File: src/sv/mlpdl_ram.sv
// ----------------------------------------------------------------------------
// mlpdl_ram
// single-port ram with registered read
// ----------------------------------------------------------------------------
`timescale 1ns / 1ps

module mlpdl_ram #(
	parameter int WIDTH = 16,
	parameter int DEPTH = 64
) (
	input  logic                     clk,
	input  logic                     we,
	input  logic [$clog2(DEPTH)-1:0] addr,
	input  logic [WIDTH-1:0]         wdata,
	output logic [WIDTH-1:0]         rdata
);

	logic [WIDTH-1:0] mem_q [DEPTH];
	logic [WIDTH-1:0] rdata_q;

	always_ff @(posedge clk) begin
		if (we)
			mem_q[addr] <= wdata;
		rdata_q <= mem_q[addr];
	end

	assign rdata = rdata_q;

endmodule

File: config.mk
export PLATFORM = sky130hd
export DESIGN_NAME = mlpdl_ram
export DESIGN_NICKNAME = d
export VERILOG_FILES = /design/src/sv/mlpdl_ram.sv
export SDC_FILE = /design/constraint.sdc
export NUM_CORES = 1
export LEC_CHECK = 0
export BUFFER_PORTS_ARGS = -buffer_cell sky130_fd_sc_hd__buf_2
export CAP_MARGIN = 20
export CORE_ASPECT_RATIO = 1.25
export CORE_MARGIN = 2
export CORE_UTILIZATION = 25
export DETAILED_ROUTE_END_ITERATION = 16
export PLACE_DENSITY = 0.35
export SETUP_SLACK_MARGIN = 0.5
export SYNTH_ARGS = -nofsm -noshare
export SYNTH_HDL_FRONTEND = slang
export SYNTH_SLANG_ARGS = --single-unit
File: constraint.sdc
create_clock -name clk -period 3.2 [get_ports clk]
set_input_delay 0.48 -clock clk [delete_from_list [all_inputs] [get_ports clk]]
set_output_delay 0.48 -clock clk [all_outputs]
set_load 0.02 [all_outputs]
== Word level (Yosys, flattened, before mapping) ==
Memory sizes are Yosys's and may differ from the RTL's. A register that Yosys moved wholly into a read port is not among the register bits.
Cells that the tools add are included.

* Multiplexer cells: 2

{| class="wikitable"
|+ Operators with widths
! cell !! count
|-
| 1-bit two-way mux || 2
|}

* Word-level logic and storage cells: 3
* Bits in registers: 0
* Input port bits: 24
* Memory bits (writable): 1024
* Memories: 1
* Output and inout port bits: 16

{| class="wikitable"
|+ Memory list
! memory !! words !! bits a word !! read ports !! clocked after Yosys merged registers in !! write ports !! line !! RTL
|-
| mem_q || 64 || 16 || 1 || 1 || 1 || 18 || <nowiki>logic [WIDTH-1:0] mem_q [DEPTH];</nowiki>
|}

== Depth between registers and ports, before layout ==
Gate-level depths: netlist (run 1).

* Depth after elaboration: 2
* Gate-level depth with buffers: 11
* Depth with buffers taken out: 6

== Worst setup path before layout (run 1) ==
Ideal clock, no wire load.

* Path kind: input to register
* From: input port addr[0]
* To: memory mem_q[13][0], enable pin
* Path slack: 0.355 ns
* Stages on the path: 8
* Path buffers: 5
* Arrival time: 2.457 ns
* Required time: 2.811 ns
* Library setup time: 0.389 ns
* Cell sequence: buf_4 -> nor2b_1 -> buf_2 -> buf_6 -> buf_4 -> clkbuf_1 -> nand3_1 -> nor2_1

{| class="wikitable"
|+ RTL lines
! what !! line !! RTL
|-
| start, declared || 13 || <nowiki>input logic [$clog2(DEPTH)-1:0] addr,</nowiki>
|-
| end, declared || 18 ||
|}

No word-level cell before the write port.

==> results.md, run 1 <==
- CTS sink cnt: 1040
- Post-synth top area share: 77.9%
- Grt met3 use: 2.14%
- YS warnings: 0
- Slowest stage delay, CP: 0.90 ns
- CP most frequent cell: buf_4
- I/O pin count: 40
- Synth Net Count: 2288
- DIE AREA: between 150000 and 200000 um2
- Async SR Flop Fraction: 0%
- Sequential cell area: between 30000 and 40000 um2
- Top_reg_cell synth: edfxtp_1
- WHS: 0.0576 ns
- Synth area leaders: edfxtp_1 (78%), mux2i_1 (3.9%), a22oi_1 (3.7%)
- Commonest non-fill, non-tap cell in the layout: edfxtp_1
- # resized after CTS: 1
- Largest net degree at the start of global routing: between 70 and 80
- Avg Cell Area, Syn: 17.4 um2
- Hpwl dp: roughly 88000 um
- Clock root buffer: clkbuf_16
- GP Congestion: 0.809
- H-tree levels: 3
- Critical Path RT: 3.72 ns
- Pre-antenna DRT Iters: 5
- Hold Buf Count CTS: 0
- Final Critical Period: 2.76 ns
- Largest fanout on the critical path: 16
- Seq cells post-synth: around 1000
- Multi-input logic area: approximately 7700 um2
- Rel. slew slack: 20.5%
- Drt wl/cell: 29.4 um
- Worst path bufs/invs: 3
- Die X: 359 um
- Drt first-iter violations: 1942
- M1 GR Usage: 21.5%
- Status: complete, no violations
- Most area-hungry cell type in the Yosys netlist: edfxtp_1
- Layout Skew: 0.0308 ns
- # fillers: 15500
- Post-Layout Cell Count: 4648
- I/O Buffers: 39
- Final setup viols: 0
- DR vias: 22400
- Routed WL: 137000 um
- Startpoint types: input pin
- Met2 Use GR: 29.4%
- Initial antenna violation count: 16
- Residual DRC count: 0
- Initial Util: between 20% and 30%
- Clock latency on the worst-skew pair: 0.74 ns
- Post-synthesis sequential area ratio: 78.7%
- Core area: 157000 um2
- Vias per inst: 4.82
- CP max-delay cell: nor3_1
- Fraction of layout instances using a drive strength above 1: 19.6%
- Post-synth EDFFs: 1024
- ANT nets after route: 0
- Placed insts: between 4000 and 5000
- Crit share post-route: 86.3%
- Worst-margin pin slew: about 1.2 ns
- Bufs on Longest Clock Path: 3
- Post-Syn Instances: about 2300
- Synthesis-to-finish area growth: 20.3%
- Nets: 2518
- Grt ovf: 0
- Fin. Hold Viols: 0
- TritonCTS clock tree: done
- Crit Path Class: input pin to register
- Leakage power: 15.2 nW
- CP Capture Type: register
- Setup repair bufs after CTS: 0
- Num CTS Buffers: 111
- WP data arrival: 3.29 ns
- Clock Pin Slew Worst Setup and Hold Paths: roughly 0.060 ns
- CP delay by family, top: simple AND/OR/NAND/NOR gates
- Gr busiest metal: met2
- Critical Path, Cell by Cell: buf_4 > buf_12 > nand2b_2 > nor2_1 > buf_4 > a22oi_1 > o22ai_1 > nor3_1 > nand4_1
- Synth Cell Area: approximately 40000 um2
- Die H: roughly 450 um
- Total Routing Usage GR: roughly 17%
- Max Slew Vio Count: 0
- First-pass GRT wire length: 189000 um
- Hold Crit Class: input pin to register
- Yosys cell types: 55
- Vias in the first global route: 22900
- # rows: 163
- Place WS: -0.312 ns
- Fmax: roughly 360 MHz
- Final worst slack: 0.438 ns
- VDD IR max: about 450 uV
- P per Cell Area: roughly 630 nW/um2
- RSZ-0062 raised after global routing: true
- Commonest cells after routing, fill and taps aside: edfxtp_1 (1024), a22oi_1 (196), buf_4 (195), mux2i_1 (154), nor2_1 (138)
- R2R setup slack: 0.76 ns
- Max-cap viol count: 0
==> registers in the layout, indices dropped and copies added, names as in the netlist <==
register,cells
rdata,16
mem_q,1024
==> metrics by stage <==
step           utilization [%]  total power [W]  setup TNS, ns  instance area (um2)
2_1_floorplan                -           0.0162              0                39500
3_3_place_gp              27.8           0.0173          -3.06                43800
3_5_place_dp              27.9           0.0173          -2.03                43900
4_1_cts                   30.1           0.0301              0                47400
5_1_grt                   30.2           0.0306              0                47500
6_report                  30.2           0.0297              0                47500
==> worst register-to-register path: cells and delay by family, from the launching register on <==
family | cells | cell delay (ns)
compound gates | 1 | 0.30
simple gates | 4 | 1.44
flops | 1 | 0.36
mux | 1 | 0.15
==> kinds of logic (layout without fill, tap and decap cells) <==
family                 count (synthesis)  count (layout)  share of synthesized area (%)
DFF                                 1040            1040                           78.7
AOI/OAI and AO/OA                    617             617                           11.5
and+or+nand+nor                      265             265                           2.93
muxes                                178             178                           4.76
buffers and inverters                164             481                           2.08
other                                  0               5                              0
==> final timing paths <==
kind | from | end | depth (start not counted)
setup reg to reg | mem_q[4][5]$_DFFE_PP_ | rdata[5]$_DFF_P_ | 6
hold / removal | wdata[15] | mem_q[12][15]$_DFFE_PP_ | 1
setup / recovery | addr[0] | rdata[5]$_DFF_P_ | 9
hold reg to reg | mem_q[58][14]$_DFFE_PP_ | rdata[14]$_DFF_P_ | 4
==> Yosys cell counts, drive strengths merged (2+ instances only) <==
master	n
dfxtp	16
o211a	7
nor2b	9
o21ai	33
a2111oi	8
a31oi	23
o22a	27
nand3	10
a22oi	196
nor3	10
nor2	160
a222oi	9
buf	100
o221ai	14
or4	9
a21oi	74
edfxtp	1024
nand2	41
a311oi	6
nand3b	3
and2	4
nand4	7
a211oi	20
nand2b	5
a32o	2
a221o	2
o211ai	4
nor3b	3
o22ai	58
clkbuf	62
mux2	18
inv	2
mux2i	154
a22o	21
a221oi	107
mux4	6
==> report_power, final <==
group,total [W],leakage [nW],switching (W),internal [W]
sequential,0.0151,9.35,0.0000670,0.0151
combinational,0.00186,4.08,0.00130,0.000562
clock,0.0127,1.73,0.00542,0.00727
total,0.0297,15.2,0.00679,0.0229
==> per-layer routing <==
metal	vias up	part of all wire [%]
met2	553	50
li1	9812	-
met4	6	2.7
met5	-	0.027
met1	11900	43
met3	161	3.9
==> layout make-up <==
cell class              count  share of cell area [%]
well taps                2062                    5.43
clock inverters            70                    1.40
inverters                   2                  0.0158
flip-flops and latches   1040                    65.4
multi-input cells        1060                    16.3
diodes                      5                  0.0263
repair buffers            279                    5.39
clock buffers             130                    6.04
No activity file was read; power rests on OpenSTA's default activity.
==> run 2, diff against run 1 <==
- CORE_MARGIN: 2 -> 3
==> results.md, run 2 (synthesized netlist as in run 1, its figures left out) <==
- Status: complete, no violations
- Vias in the first global route: 23100 (+1.0%)
- CTS sink cnt: 1040 (unchanged)
- Setup repair bufs after CTS: 0 (unchanged)
- Final core utilization: 30.3% (+0.17 points)
- Max Slew Vio Count: 0 (unchanged)
- Worst-margin pin slew: 1.02 ns (-0.165 ns)
- Max-cap viol count: 0 (unchanged)
- Reg with most FFs: mem_q
- Placed insts: 4462 (+0.50%)
- First-pass GRT wire length: 186000 um (-1.5%)
- Critical Path Sink: rdata[8]$_DFF_P_
- # fillers: 15400 (-0.26%)
- Routed WL: 134000 um (-1.8%)
- Largest net degree at the start of global routing: 65 (-13%)
- Nets: 2547 (+1.2%)
- DR vias: 22200 (-1.0%)
- WHS: 0.172 ns (+0.115 ns)
- Initial antenna violation count: 6 (-10)
- I/O pin count: 40 (unchanged)
- Number of flip-flops in the largest register: 1024 (unchanged)
- Total design power: 0.0289 W (-2.6%)
- Fin. Hold Viols: 0 (unchanged)
- Leakage power: 15.2 nW (+0.11%)
- Largest fanout on the critical path: 26 (+10)
- CP Capture Type: register
- Pre-antenna DRT Iters: 8 (+3)
- Fraction of layout instances using a drive strength above 1: 19.8% (+0.20 points)
- Vias per inst: 4.76 (-1.4%)
- Total Routing Usage GR: 16.2% (-0.50 points)
- Layout Skew: 0.0330 ns (+0.00222 ns)
- Sequential cell area: 31100 um2 (unchanged)
- R2R setup slack: 1.03 ns (+0.27 ns)
- Post-Layout Cell Count: 4665 (+0.37%)
- Rel. slew slack: 32.0% (+12 points)
- Initial Util: 25.2% (+0.15 points)
- Hold Crit Class: input pin to register
- RSZ-0062 raised after global routing: false
- Startpoint types: input pin
- # rows: 162 (-0.61%)
- Grt ovf: 0 (unchanged)
- Clock root buffer: clkbuf_16
- Multi-input logic area: 7710 um2 (-0.34%)
- Hold Buf Count CTS: 0 (unchanged)
- Hold path depth: 1 (unchanged)
- Commonest cells after routing, fill and taps aside: edfxtp_1 (1024), buf_4 (227), a22oi_1 (196), mux2i_1 (154), nor2_1 (136)
- # resized after CTS: 0 (-1)
- Final Critical Period: 2.46 ns (-0.305 ns)
- Final setup viols: 0 (unchanged)
- Drt first-iter violations: 1910 (-1.6%)
- RR Endpoint: rdata[8]$_DFF_P_
- Bufs on Longest Clock Path: 3 (unchanged)
- Die X: 361 um (+0.56%)
- Crit. Startpoint: addr[0]
- RR Startpoint: mem_q[11][8]$_DFFE_PP_
- TritonCTS clock tree: done
- DIE AREA: 163000 um2 (+1.0%)
- H-tree levels: 3 (unchanged)
- Core area: 156000 um2 (-0.61%)
- ANT nets after route: 0 (unchanged)
- I/O Buffers: 39 (unchanged)
- R2R depth: 5 (-1)
- P per Cell Area: 609 nW/um2 (-2.6%)
- Drt wl/cell: 28.7 um (-2.2%)
- Fmax: 407 MHz (+12%)
- Crit Path Class: input pin to register
- Commonest non-fill, non-tap cell in the layout: edfxtp_1
- Critical Path RT: 3.79 ns (+0.07 ns)
- Residual DRC count: 0 (unchanged)
- Clock Pin Slew Worst Setup and Hold Paths: 0.06 ns (about the same)
- Die H: 450 um (+0.45%)
- Synthesis-to-finish area growth: 20.3% (about the same)
- Clock latency on the worst-skew pair: 0.72 ns (-0.02 ns)
- Hpwl dp: 88400 um (about the same)
- Setup_tns: 0 ns (unchanged)
- Crit share post-route: 76.8% (-9.5 points)
- WP data arrival: 3.04 ns (-0.25 ns)
- GP Congestion: 0.794 (-1.8%)
- VDD IR max: 370 uV (-17%)
- Num CTS Buffers: 108 (-2.7%)
[run 2: cell count changes in the layout (fill, tap and decap cells not counted), sizes merged]
cell / previous run / this run
buf: 277 / 310
inv: 5 / 6
diode: 5 / 4
bufinv: 11 / 4
clkdlybuf4s18: 1 / 0
clkbuf: 131 / 141
clkinv: 51 / 45
[run 2: how the worst min path moves through the flow]
stage / startpoint / to
after floorplan: mem_q[5][11]$_DFFE_PP_ / rdata[11]$_DFF_P_
after global placement: mem_q[32][14]$_DFFE_PP_ / rdata[14]$_DFF_P_
after detailed placement: mem_q[16][14]$_DFFE_PP_ / rdata[14]$_DFF_P_
after CTS: wdata[0] / mem_q[31][0]$_DFFE_PP_
after global routing: wdata[0] / mem_q[27][0]$_DFFE_PP_
final: wdata[0] / mem_q[31][0]$_DFFE_PP_
[run 2: stage by stage]
step	setup WS, ns	instance area [um2]
after global placement	0.0315	44200
after CTS	0.815	47500
after global routing	0.724	47500
final	0.743	47500
after floorplan	0.355	39500
after detailed placement	0.0248	44200
[run 2: layer usage]
layer / part of all wire (%) / track usage, % / up-vias / wire length, um
met5: 0.0097 / 0 / - / 13
met1: 44 / 21.4 / 11700 / 59000
li1: - / - / 9864 / -
met3: 3.8 / 2.09 / 145 / 5050
met2: 50 / 28.1 / 481 / 67100
met4: 2.1 / 4.41 / 2 / 2870
[run 2: power by group]
| part | leakage (nW) | switching, W | total [W] | internal [W] |
|---|---|---|---|---|
| logic | 4.23 | 0.00129 | 0.00186 | 0.000576 |
| clock network | 1.60 | 0.00524 | 0.0119 | 0.00666 |
| registers | 9.35 | 0.0000707 | 0.0152 | 0.0151 |
[run 2: final cells by class]
| type | instances | share of cell area (%) |
|---|---|---|
| Antenna cell | 4 | 0.0211 |
| Clock buffer | 140 | 6.08 |
| Clock inverter | 58 | 0.862 |
| Inverter | 2 | 0.0158 |
| Multi-Input combinational cell | 1060 | 16.2 |
| Sequential cell | 1040 | 65.4 |
| Tap cell | 2050 | 5.40 |
| Timing Repair Buffer | 311 | 5.96 |
[run 2: critical path: stages]
cell	delay, ns
buf_4	0.30
nor2_4	0.18
buf_12	0.20
buf_12	0.17
a22oi_1	0.19
o22ai_1	0.11
o21ai_0	0.46
o21ai_1	0.32
or4_1	0.56
